--- src/hdl/signed_manifest_header_parser_core_assert.svh ---
// Assertion macros for the manifest parser.
// Used by the queue and top level; no other dependencies.
`ifndef SIGNED_MANIFEST_HEADER_PARSER_CORE_ASSERT_SVH
`define SIGNED_MANIFEST_HEADER_PARSER_CORE_ASSERT_SVH
`ifndef NO_ASSERTIONS
`define SMH_ASSERT_IMP(label, clk, rst, ante, cons) \
   label: assert property (@(posedge clk) disable iff (rst) (ante) |-> (cons)) \
      else $error("assertion failed");
`define SMH_ASSERT_NEXT(label, clk, rst, ante, cons) \
   label: assert property (@(posedge clk) disable iff (rst) (ante) |=> (cons)) \
      else $error("assertion failed");
`else
`define SMH_ASSERT_IMP(label, clk, rst, ante, cons)
`define SMH_ASSERT_NEXT(label, clk, rst, ante, cons)
`endif
`endif

--- src/hdl/smh_pkg.sv ---
// Shared types and constants for the manifest parser.
// No dependencies.
`timescale 1ns / 1ps
package smh_pkg;
   localparam int unsigned HDR_BYTES = 64;
   localparam int unsigned ENT_BYTES = 128;
   localparam int unsigned ENT_RSV_START = 112;
   localparam int unsigned MIN_COUNT = 3;
   localparam logic [13:0] OFFSET_MAX = 14'h3fff;

   localparam logic [2:0] ST_OK = 3'd0;
   localparam logic [2:0] ST_FORMAT = 3'd1;
   localparam logic [2:0] ST_ROLLBACK = 3'd2;
   localparam logic [2:0] ST_TARGET = 3'd3;
   localparam logic [2:0] ST_BAD_LENGTH = 3'd4;

   localparam logic [2:0] REG_MIN_EPOCH = 3'd0;
   localparam logic [2:0] REG_TARGET = 3'd1;
   localparam logic [2:0] REG_ROLE_CFG = 3'd2;
   localparam logic [2:0] REG_ROLE_CORE = 3'd3;
   localparam logic [2:0] REG_ROLE_SVC = 3'd4;
   localparam logic [2:0] REG_CFG_MAX = 3'd5;
   localparam logic [2:0] REG_IMG_MAX = 3'd6;

   function automatic logic [7:0] magic_byte(input logic [3:0] i);
      logic [7:0] m;
      begin
         case (i)
            4'd0: m = 8'h56;  4'd1: m = 8'h53;  4'd2: m = 8'h4B;  4'd3: m = 8'h2D;
            4'd4: m = 8'h42;  4'd5: m = 8'h55;  4'd6: m = 8'h4E;  4'd7: m = 8'h44;
            4'd8: m = 8'h4C;  4'd9: m = 8'h45;  4'd10: m = 8'h2D; 4'd11: m = 8'h76;
            4'd12: m = 8'h31; default: m = 8'h00;
         endcase
         return m;
      end
   endfunction

   // Classified work handed from the front to the back.
   typedef struct packed {
      logic         ent_done;   // an entry completed on this item
      logic [6:0]   ent_num;
      logic [31:0]  role;
      logic [31:0]  inst;
      logic [63:0]  len;
      logic         rsv_bad;
      logic [31:0]  prev_inst;
      logic         fin;        // item is last
      logic [13:0]  total;
      logic         hdr_fmt_bad; // header checks not involving config
      logic [63:0]  epoch;
      logic [31:0]  tmajor;
      logic [6:0]   count_sat;
   } work_type;

   typedef struct packed {
      logic         rec_type;
      logic [2:0]   status;
      logic [5:0]   entry_index;
      logic [31:0]  role;
      logic [31:0]  inst;
      logic [63:0]  len;
      logic [63:0]  epoch;
      logic [6:0]   count;
   } rec_type;
endpackage

--- src/hdl/smh_front.sv ---
// Front part: takes bytes, stores the header, accumulates entry fields.
// Depends on smh_pkg.
`timescale 1ns / 1ps
module smh_front import smh_pkg::*; #(
   parameter int MAX_ENTRIES = 64
) (
   input  logic       clock,
   input  logic       reset,
   input  logic       take,
   input  logic [7:0] data_byte,
   input  logic       last,
   output work_type   work
);
   logic [13:0] off_ff;
   logic [6:0]  num_ff;
   logic [31:0] role_ff, inst_ff, prev_ff;
   logic [63:0] len_ff;
   logic        rsv_ff;
   logic [7:0]  hdr_ff [HDR_BYTES];
   logic [7:0]  hb [HDR_BYTES];

   logic        in_hdr, in_ent;
   logic [6:0]  pos;
   logic [31:0] role_in, inst_in;
   logic [63:0] len_in;
   logic        rsv_in;
   logic [13:0] off_in;
   logic        fmt;
   logic [31:0] cnt;
   logic [13:0] exp_total;
   logic [7:0]  zacc;

   assign in_hdr = off_ff < 14'(HDR_BYTES);
   assign in_ent = !in_hdr && (num_ff < 7'(MAX_ENTRIES));
   assign pos = 7'(off_ff - 14'(HDR_BYTES));
   assign off_in = (off_ff < OFFSET_MAX) ? off_ff + 14'd1 : off_ff;

   always_comb begin
      role_in = (pos == 7'd0) ? 32'd0 : role_ff;
      inst_in = (pos == 7'd0) ? 32'd0 : inst_ff;
      len_in = (pos == 7'd0) ? 64'd0 : len_ff;
      rsv_in = (pos == 7'd0) ? 1'b0 : rsv_ff;
      if (pos < 7'd4) role_in[8*pos[1:0] +: 8] = data_byte;
      else if (pos < 7'd8) inst_in[8*pos[1:0] +: 8] = data_byte;
      else if (pos < 7'd16) len_in[8*pos[2:0] +: 8] = data_byte;
      else if (pos >= 7'(ENT_RSV_START) && data_byte != 8'd0) rsv_in = 1'b1;
   end

   // Header view including the current byte when it lands in the header.
   always_comb begin
      for (int i = 0; i < HDR_BYTES; i++)
         hb[i] = (in_hdr && off_ff[5:0] == 6'(i)) ? data_byte : hdr_ff[i];
   end

   always_comb begin
      fmt = 1'b0;
      for (int i = 0; i < 16; i++) if (hb[i] != magic_byte(4'(i))) fmt = 1'b1;
      if ({hb[17], hb[16]} != 16'd1 || {hb[19], hb[18]} != 16'd64 ||
          {hb[21], hb[20]} != 16'd128 || {hb[23], hb[22]} != 16'd1) fmt = 1'b1;
      if ({hb[27], hb[26], hb[25], hb[24]} != {18'd0, off_in}) fmt = 1'b1;
      zacc = 8'd0;
      for (int i = 32; i < 40; i++) zacc |= hb[i];
      for (int i = 52; i < 64; i++) zacc |= hb[i];
      if (zacc != 8'd0) fmt = 1'b1;
      cnt = {hb[31], hb[30], hb[29], hb[28]};
      exp_total = 14'(HDR_BYTES) + {cnt[6:0], 7'd0};
      if (cnt < 32'(MIN_COUNT) || cnt > 32'(MAX_ENTRIES) || off_in != exp_total) fmt = 1'b1;
      if ({hb[47], hb[46], hb[45], hb[44], hb[43], hb[42], hb[41], hb[40]} == 64'd0)
         fmt = 1'b1;
   end

   always_comb begin
      work.ent_done = take && in_ent && pos == 7'(ENT_BYTES - 1);
      work.ent_num = num_ff;
      work.role = role_in;
      work.inst = inst_in;
      work.len = len_in;
      work.rsv_bad = rsv_in;
      work.prev_inst = prev_ff;
      work.fin = take && last;
      work.total = off_in;
      work.hdr_fmt_bad = fmt;
      work.epoch = {hb[47], hb[46], hb[45], hb[44], hb[43], hb[42], hb[41], hb[40]};
      work.tmajor = {hb[51], hb[50], hb[49], hb[48]};
      work.count_sat = (cnt > 32'd127) ? 7'd127 : cnt[6:0];
   end

   always_ff @(posedge clock) begin
      if (take && in_hdr) hdr_ff[off_ff[5:0]] <= data_byte;
      if (take && in_ent) begin
         role_ff <= role_in;
         inst_ff <= inst_in;
         len_ff <= len_in;
      end
   end

   always_ff @(posedge clock) begin
      if (reset) begin
         off_ff <= '0; num_ff <= '0; rsv_ff <= 1'b0; prev_ff <= '0;
      end else if (take) begin
         if (last) begin
            off_ff <= '0; num_ff <= '0; rsv_ff <= 1'b0; prev_ff <= '0;
         end else begin
            off_ff <= off_in;
            if (in_ent) rsv_ff <= rsv_in;
            if (work.ent_done) begin
               num_ff <= num_ff + 7'd1;
               prev_ff <= inst_in;
            end
         end
      end
   end
endmodule

--- src/hdl/smh_queue.sv ---
// Short work queue between front and back parts.
// Depends on smh_pkg and the assertion macro header.
`timescale 1ns / 1ps
`include "signed_manifest_header_parser_core_assert.svh"
module smh_queue import smh_pkg::*; (
   input  logic     clock,
   input  logic     reset,
   input  logic     push,
   input  work_type push_data,
   output logic     has_room,
   input  logic     pop,
   output logic     not_empty,
   output work_type pop_data
);
   work_type    mem_ff [4];
   logic [1:0]  wp_ff, rp_ff;
   logic [2:0]  cnt_ff;

   assign has_room = cnt_ff < 3'd3; // one spare slot keeps ready registered-friendly
   assign not_empty = cnt_ff != 3'd0;
   assign pop_data = mem_ff[rp_ff];

   always_ff @(posedge clock) begin
      if (push) mem_ff[wp_ff] <= push_data;
   end

   always_ff @(posedge clock) begin
      if (reset) begin
         wp_ff <= '0; rp_ff <= '0; cnt_ff <= '0;
      end else begin
         if (push) wp_ff <= wp_ff + 2'd1;
         if (pop) rp_ff <= rp_ff + 2'd1;
         cnt_ff <= cnt_ff + 3'(push) - 3'(pop);
      end
   end

   `SMH_ASSERT_IMP(a_no_under, clock, reset, pop, not_empty)
   `SMH_ASSERT_IMP(a_no_over, clock, reset, push, cnt_ff < 3'd4)
   `SMH_ASSERT_NEXT(a_cnt, clock, reset, push && !pop, cnt_ff == $past(cnt_ff) + 3'd1)
endmodule

--- src/hdl/smh_back.sv ---
// Back part: runs entry and final checks, emits up to two records per work item.
// Depends on smh_pkg.
`timescale 1ns / 1ps
module smh_back import smh_pkg::*; #(
   parameter int MAX_ENTRIES = 64
) (
   input  logic        clock,
   input  logic        reset,
   input  logic        q_valid,
   input  work_type    q_data,
   output logic        q_pop,
   input  logic [63:0] min_epoch,
   input  logic [31:0] tgt_major,
   input  logic [31:0] role_cfg,
   input  logic [31:0] role_core,
   input  logic [31:0] role_svc,
   input  logic [63:0] cfg_max,
   input  logic [63:0] img_max,
   output logic        out_valid,
   input  logic        out_ready,
   output rec_type     out_rec
);
   logic     err_ff;
   logic     half_ff; // entry record of current item already sent
   logic     full_ff;
   rec_type  rec_ff;
   logic     bad;
   logic     err_now;
   logic [2:0] st;
   logic     need_ent, need_fin, send_ent, load;
   rec_type  nxt;

   always_comb begin
      bad = q_data.rsv_bad || q_data.len == 64'd0;
      if (q_data.ent_num == 7'd0)
         bad = bad || q_data.role != role_cfg || q_data.inst != 32'd0 || q_data.len > cfg_max;
      else if (q_data.ent_num == 7'd1)
         bad = bad || q_data.role != role_core || q_data.inst != 32'd0 ||
               q_data.len > img_max;
      else
         bad = bad || q_data.role != role_svc || q_data.inst < 32'd1 ||
               q_data.inst > 32'd64 || q_data.len > img_max ||
               (q_data.ent_num > 7'd2 && q_data.inst <= q_data.prev_inst);
   end

   assign need_ent = q_data.ent_done && !half_ff;
   assign need_fin = q_data.fin;
   assign err_now = err_ff || (q_data.ent_done && bad);

   always_comb begin
      if (q_data.total < 14'(HDR_BYTES) ||
          32'(q_data.total) > 32'(HDR_BYTES) + 32'(MAX_ENTRIES) * 32'(ENT_BYTES))
         st = ST_BAD_LENGTH;
      else if (q_data.hdr_fmt_bad) st = ST_FORMAT;
      else if (q_data.epoch < min_epoch) st = ST_ROLLBACK;
      else if (q_data.tmajor != tgt_major) st = ST_TARGET;
      else if (err_now) st = ST_FORMAT;
      else st = ST_OK;
   end

   assign load = !full_ff || out_ready;
   assign send_ent = need_ent;
   // pop once the item's last record is loaded
   assign q_pop = q_valid && load && (!(need_ent && need_fin)) &&
                  (need_ent || need_fin || !q_data.ent_done || half_ff);

   always_comb begin
      nxt = '0;
      if (send_ent) begin
         nxt.status = bad ? ST_FORMAT : ST_OK;
         nxt.entry_index = q_data.ent_num[5:0];
         nxt.role = q_data.role;
         nxt.inst = q_data.inst;
         nxt.len = q_data.len;
      end else begin
         nxt.rec_type = 1'b1;
         nxt.status = st;
         if (st != ST_BAD_LENGTH) begin
            nxt.epoch = q_data.epoch;
            nxt.count = q_data.count_sat;
         end
      end
   end

   assign out_valid = full_ff;
   assign out_rec = rec_ff;

   always_ff @(posedge clock) begin
      if (load && q_valid && (need_ent || need_fin)) rec_ff <= nxt;
   end

   always_ff @(posedge clock) begin
      if (reset) begin
         full_ff <= 1'b0; half_ff <= 1'b0; err_ff <= 1'b0;
      end else begin
         if (load) full_ff <= q_valid && (need_ent || need_fin);
         if (q_valid && load) begin
            half_ff <= need_ent && need_fin;
            if (q_pop) half_ff <= 1'b0;
            if (need_ent && bad) err_ff <= 1'b1;
            if (q_pop && need_fin) err_ff <= 1'b0;
         end
      end
   end
endmodule

--- src/hdl/signed_manifest_header_parser_core.sv ---
// Top level of the streaming manifest parser.
// Depends on smh_pkg, smh_front, smh_queue, smh_back and the assertion header.
`timescale 1ns / 1ps
`include "signed_manifest_header_parser_core_assert.svh"
// Usage:
// - req_ channel: one manifest byte per item, req_last on the final byte.
// - rsp_ channel: entry records (rsp_record_type 0) as each 128-byte entry
//   completes, and one final status record (rsp_record_type 1) per manifest.
// - csr_ port: write-only registers, index per the register list; write only
//   while idle.
// Throughput: one byte per cycle while the queue has room. The front classifies
// each byte in the cycle it is accepted; a 4-slot queue decouples it from the
// back, which checks and registers results. A byte that both closes an entry
// and ends the manifest yields two records, which the back sends in turn.
// Each record passes through a queue slot and then the back's output register
// before the receiver sees it.
// Reset clears run state and loads register defaults; the header store is
// only written, never cleared. When rsp_ready is low the output register
// holds, the queue fills, and req_ready drops once it has no room.
module signed_manifest_header_parser_core import smh_pkg::*; #(
   parameter int MAX_ENTRIES = 64
) (
   input  logic        clock,
   input  logic        reset,
   input  logic        req_valid,
   output logic        req_ready,
   input  logic [7:0]  req_data_byte,
   input  logic        req_last,
   output logic        rsp_valid,
   input  logic        rsp_ready,
   output logic        rsp_record_type,
   output logic [2:0]  rsp_status,
   output logic [5:0]  rsp_entry_index,
   output logic [31:0] rsp_role,
   output logic [31:0] rsp_instance_res,
   output logic [63:0] rsp_blob_length,
   output logic [63:0] rsp_release_epoch,
   output logic [6:0]  rsp_entry_count,
   input  logic        csr_write,
   input  logic [2:0]  csr_index,
   input  logic [63:0] csr_wdata
);
   logic [63:0] min_epoch_ff, cfg_max_ff, img_max_ff;
   logic [31:0] tgt_ff, rcfg_ff, rcore_ff, rsvc_ff;
   logic        take, room, q_ne, q_pop;
   work_type    fw, qw;
   rec_type     rec;

   always_ff @(posedge clock) begin
      if (reset) begin
         min_epoch_ff <= 64'd1; tgt_ff <= 32'd26; rcfg_ff <= 32'd0;
         rcore_ff <= 32'd1; rsvc_ff <= 32'd2; cfg_max_ff <= 64'd65536;
         img_max_ff <= 64'd16777216;
      end else if (csr_write) begin
         unique case (csr_index)
            REG_MIN_EPOCH: min_epoch_ff <= csr_wdata;
            REG_TARGET:    tgt_ff <= csr_wdata[31:0];
            REG_ROLE_CFG:  rcfg_ff <= csr_wdata[31:0];
            REG_ROLE_CORE: rcore_ff <= csr_wdata[31:0];
            REG_ROLE_SVC:  rsvc_ff <= csr_wdata[31:0];
            REG_CFG_MAX:   cfg_max_ff <= csr_wdata;
            REG_IMG_MAX:   img_max_ff <= csr_wdata;
            default: ;
         endcase
      end
   end

   assign req_ready = room;
   assign take = req_valid && req_ready;

   smh_front #(.MAX_ENTRIES(MAX_ENTRIES)) u_front (
      .clock, .reset, .take, .data_byte(req_data_byte), .last(req_last), .work(fw)
   );

   // only bytes that produce a record enter the queue
   smh_queue u_queue (
      .clock, .reset, .push(take && (fw.ent_done || fw.fin)), .push_data(fw),
      .has_room(room), .pop(q_pop), .not_empty(q_ne), .pop_data(qw)
   );

   smh_back #(.MAX_ENTRIES(MAX_ENTRIES)) u_back (
      .clock, .reset, .q_valid(q_ne), .q_data(qw), .q_pop,
      .min_epoch(min_epoch_ff), .tgt_major(tgt_ff), .role_cfg(rcfg_ff),
      .role_core(rcore_ff), .role_svc(rsvc_ff), .cfg_max(cfg_max_ff),
      .img_max(img_max_ff), .out_valid(rsp_valid), .out_ready(rsp_ready),
      .out_rec(rec)
   );

   assign rsp_record_type = rec.rec_type;
   assign rsp_status = rec.status;
   assign rsp_entry_index = rec.entry_index;
   assign rsp_role = rec.role;
   assign rsp_instance_res = rec.inst;
   assign rsp_blob_length = rec.len;
   assign rsp_release_epoch = rec.epoch;
   assign rsp_entry_count = rec.count;

   `SMH_ASSERT_IMP(a_status_range, clock, reset, rsp_valid, rsp_status <= ST_BAD_LENGTH)
   `SMH_ASSERT_IMP(a_entry_ok_fmt, clock, reset, rsp_valid && !rsp_record_type,
                   rsp_status == ST_OK || rsp_status == ST_FORMAT)
   `SMH_ASSERT_IMP(a_badlen_zero, clock, reset,
                   rsp_valid && rsp_record_type && rsp_status == ST_BAD_LENGTH,
                   rsp_release_epoch == 64'd0 && rsp_entry_count == 7'd0)
endmodule

--- config.mk ---
export PLATFORM = sky130hd
export DESIGN_NAME = signed_manifest_header_parser_core
export DESIGN_NICKNAME = d
export VERILOG_FILES = /design/src/hdl/smh_pkg.sv /design/src/hdl/smh_front.sv /design/src/hdl/smh_queue.sv /design/src/hdl/smh_back.sv /design/src/hdl/signed_manifest_header_parser_core.sv
export VERILOG_INCLUDE_DIRS = /design/src /design/src/hdl
export SDC_FILE = /design/constraint.sdc
export NUM_CORES = 2
export LEC_CHECK = 0
export ABC_AREA = 1
export ABC_CLOCK_PERIOD_IN_PS = 52200
export BUFFER_PORTS_ARGS = -buffer_cell sky130_fd_sc_hd__buf_4
export CAP_MARGIN = 20
export CELL_PAD_IN_SITES_DETAIL_PLACEMENT = 1
export CELL_PAD_IN_SITES_GLOBAL_PLACEMENT = 1
export CORE_AREA = 4 4 599 601
export CTS_BUF_LIST = sky130_fd_sc_hd__clkbuf_4
export DETAILED_ROUTE_END_ITERATION = 12
export DIE_AREA = 0 0 603 605
export MAX_ROUTING_LAYER = met4
export PLACE_DENSITY = 0.51
export SLEW_MARGIN = 20
export SYNTH_ARGS = -nofsm -noshare
export SYNTH_HDL_FRONTEND = slang
export SYNTH_SLANG_ARGS = --single-unit
--- constraint.sdc ---
create_clock -name clock -period 52.2 [get_ports clock]
set_input_delay 10.44 -clock clock [delete_from_list [all_inputs] [get_ports clock]]
set_output_delay 10.44 -clock clock [all_outputs]
set_load 0.1 [all_outputs]
==> Flow_metrics.wiki <==
{| class="wikitable"
! Metric !! Value
|-
| Maximum ir drop on the vdd rail || 0.0685 mV
|-
| Clock sinks || 2387
|-
| Post-CTS resize count || 0
|-
| Total Power || 6.25 mW
|-
| Final count of hold timing violations || 0
|-
| Worst hold-check path type || reg2reg
|-
| Final non-filler cell total || 14820
|-
| CP Launch Type || flop
|-
| Maximum level of the CTS H-tree || 6
|-
| Final setup TNS || 0 ns
|-
| Final Net Count || 9859
|-
| Final Cycle Share || 26.2%
|-
| Synth Flop Type || edfxtp_1
|-
| Count of synthesis-stage warnings from yosys || 0
|-
| Highest-count cells in the layout ignoring fill and taps || edfxtp_1 (2001), nand2_1 (1871), clkbuf_4 (1007)
|-
| Final antenna-violating net count || 0
|-
| Setup repair after global routing missed its margin || no
|-
| Layout Cell Area excl Fill || 115000 um^2
|-
| Setup violations, final || 0
|-
| I/O Pins || 292
|-
| Total number of vias || 71573
|-
| Number of synthesized flops with an enable pin || 2001
|-
| Number of placement rows || 218
|-
| Starting utilization of the core area || 28.0%
|-
| Worst hold margin || 0.458 ns
|-
| Total grt overflow || 0
|-
| Slew at the pin with the worst max-slew slack || 1.16 ns
|-
| Crit path buf inv count || 2
|-
| WL per Instance || 24.9 um
|-
| Maximum number of buffers from clock root to sink || 4
|-
| Area of the multi-input gates || 27200 um^2
|-
| Fill cell instance count of the final layout || 39416
|-
| Share of synthesized flip-flops with an asynchronous set or reset || 0%
|-
| Seq/Total Area, Yosys || 68.7%
|-
| Number of global-route vias before repair || 73742
|-
| Largest net degree at the start of global routing || 176
|-
| Placed Cells || 13596
|-
| Final RePlAce weighted congestion || 0.895
|-
| Total area of sequential cells || 67800 um^2
|-
| Number of clock buffers inserted by TritonCTS || 669
|-
| Port Buf Inserts || 291
|-
| Floorplan die height || 605 um
|-
| Post-synthesis register bit count || 2387
|-
| Cell area after synthesis || 98800 um^2
|-
| Largest stage delay, worst path || 0.75 ns
|-
| Gate count after technology mapping || 8866
|-
| Power density over cell area || 54.3 nW/um^2
|-
| Net Count, Synth || 9188
|-
| Commonest non-fill, non-tap cell in the layout || edfxtp_1
|-
| Critical path fanouts, max || 2
|-
| Maximum Capacitance Violations || 0
|-
| Delay-heaviest family, CP || compound AO/OA/AOI/OAI gates
|-
| CTS tree || built
|-
| Source-to-sink clock delay at the later pin of the worst-skew pair || 1.58 ns
|-
| Total global-route track usage || 20.2%
|-
| Die span in x || 603 um
|-
| Shortest clock period the worst path allows after layout || 13.70 ns
|-
| Global-route wire length before repair || 526000 um
|-
| Total wire length after detailed routing || 369000 um
|-
| Cell chain of the critical path || inv_1, ha_1, a21oi_1, buf_4
|-
| Post-CTS clock slew at the launch and capture registers of the worst setup and hold paths || 0.06 ns
|-
| First-pass iteration count of the detailed router || 6
|-
| Drc violations || 0
|-
| Classification of the worst setup path || reg2out
|-
| Leakage dissipation || 40.8 nW
|-
| HPWL after detailed placement || 244000 um
|-
| Violation count after the first detailed-route iteration || 5201
|-
| Run status || completed
|-
| Master of the slowest instance on the critical path || a21oi_1
|-
| Worst Skew || 0.136 ns
|-
| Vias per std cell || 4.83
|-
| CP endpoint kind || primary output
|-
| Max Fclk || 0.0730 GHz
|-
| Instance area at placement || 106000 um^2
|-
| Worst path required time || 41.76 ns
|-
| Cts hold-fix bufs || 0
|-
| Arrival @ worst endpoint || 3.26 ns
|-
| Synthesized area divided by synthesized cell count || 11.1 um^2
|-
| Initial antenna violation count || 25
|-
| Fraction of final layout cells with drive strength greater than 1 || 15.4%
|-
| Setup repair bufs after CTS || 0
|-
| Max Slew Vio Count || 0
|-
| Number of distinct library cell variants in the gate-level netlist after synthesis || 63
|-
| Core region area || 353000 um^2
|-
| Worst slew margin || 22.6%
|-
| Layout area overhead || 16.4%
|-
| Die Footprint || 365000 um^2
|-
| CTS root buffer || clkbuf_4
|}
metrics by stage:
step	setup WS [ns]	utilization, %
2_1_floorplan	22.34	-
3_3_place_gp	36.90	30.1
3_5_place_dp	36.93	30.1
4_1_cts	38.16	32.6
5_1_grt	38.19	32.6
6_report	38.50	32.6
Yosys cell counts, types with 43 or more instances:
cell type / n / share of area (%)
nor2_1: 975 / 3.7
o21ai_0: 802 / 4.1
dfxtp_1: 386 / 7.8
clkbuf_1: 236 / 0.90
nor4_1: 64 / 0.41
ha_1: 240 / 3.0
nand4_1: 90 / 0.57
xor2_1: 43 / 0.38
a21oi_1: 520 / 2.6
nand3_1: 592 / 3.0
nor3_1: 50 / 0.25
edfxtp_1: 2001 / 61
inv_1: 524 / 2.0
buf_2: 102 / 0.52
nand2_1: 1871 / 7.1
cell families (layout without fill, tap and decap cells):
group / after synthesis / after routing / synth area share, %
AND/OR/NAND/NOR: 3718 / 3718 / 15.6
flip-flops: 2387 / 2387 / 68.7
AO/OA/AOI/OAI: 1496 / 1496 / 8.11
buffers and inverters: 953 / 2146 / 3.93
adder cells (fa/ha/maj): 241 / 241 / 3.06
XOR/XNOR: 69 / 69 / 0.612
multiplexers: 2 / 2 / 0.0203
other: 0 / 31 / 0
registers in the layout, summed over array words and instances, names as in the netlist, 2 cells and up, named ones only:
| register | flops |
|---|---|
| cfg_max_ff | 64 |
| img_max_ff | 64 |
| min_epoch_ff | 64 |
| rcfg_ff | 32 |
| rcore_ff | 32 |
| rsvc_ff | 32 |
| tgt_ff | 32 |
| u_back.out_rec | 209 |
| u_front.hdr_ff | 512 |
| u_front.inst_ff | 32 |
| u_front.len_ff | 64 |
| u_front.num_ff | 7 |
| u_front.off_ff | 14 |
| u_front.prev_ff | 32 |
| u_front.role_ff | 32 |
| u_queue.cnt_ff | 3 |
| u_queue.mem_ff | 1152 |
| u_queue.rp_ff | 2 |
| u_queue.wp_ff | 2 |
area by class of cell:
class | count | share of cell area, %
clock buffers | 1007 | 6.57
clock inverters | 186 | 1.12
flip-flops and latches | 2387 | 59.0
inverters | 552 | 1.84
diodes | 31 | 0.0675
well taps | 4730 | 5.15
multi-input cells | 5526 | 23.6
repair buffers | 401 | 2.68
metal layers:
metal  track usage (%)  share of wire (%)  vias to the layer above  wire length [um]
li1                  -                  -                    32842                 -
met5                 -                  0                        -                 0
met4              5.68                2.7                        0              9890
met1              26.7                 46                    36313            168000
met3              3.24                4.9                      551             18100
met2              32.1                 47                     1867            173000
path summary, 6_finish.rpt:
kind | slack, ns | from | depth (start not counted) | to
setup / recovery | 38.50 | u_queue.cnt_ff[2] | 4 | req_ready
hold / removal | 0.46 | u_front.prev_ff[28] | 0 | u_queue.mem_ff[3][147]
hold reg to reg | 0.46 | u_front.prev_ff[28] | 0 | u_queue.mem_ff[3][147]
setup reg to reg | 45.03 | flop | 13 | u_back.out_rec[16]
where the power goes:
group | internal [mW] | leakage [nW] | switching (mW)
sequential | 2.25 | 19.0 | 0.0765
clock | 0.963 | 5.20 | 0.825
combinational | 0.435 | 16.6 | 1.70
total | 3.65 | 40.8 | 2.60
Power figures use the tool's default switching activity.
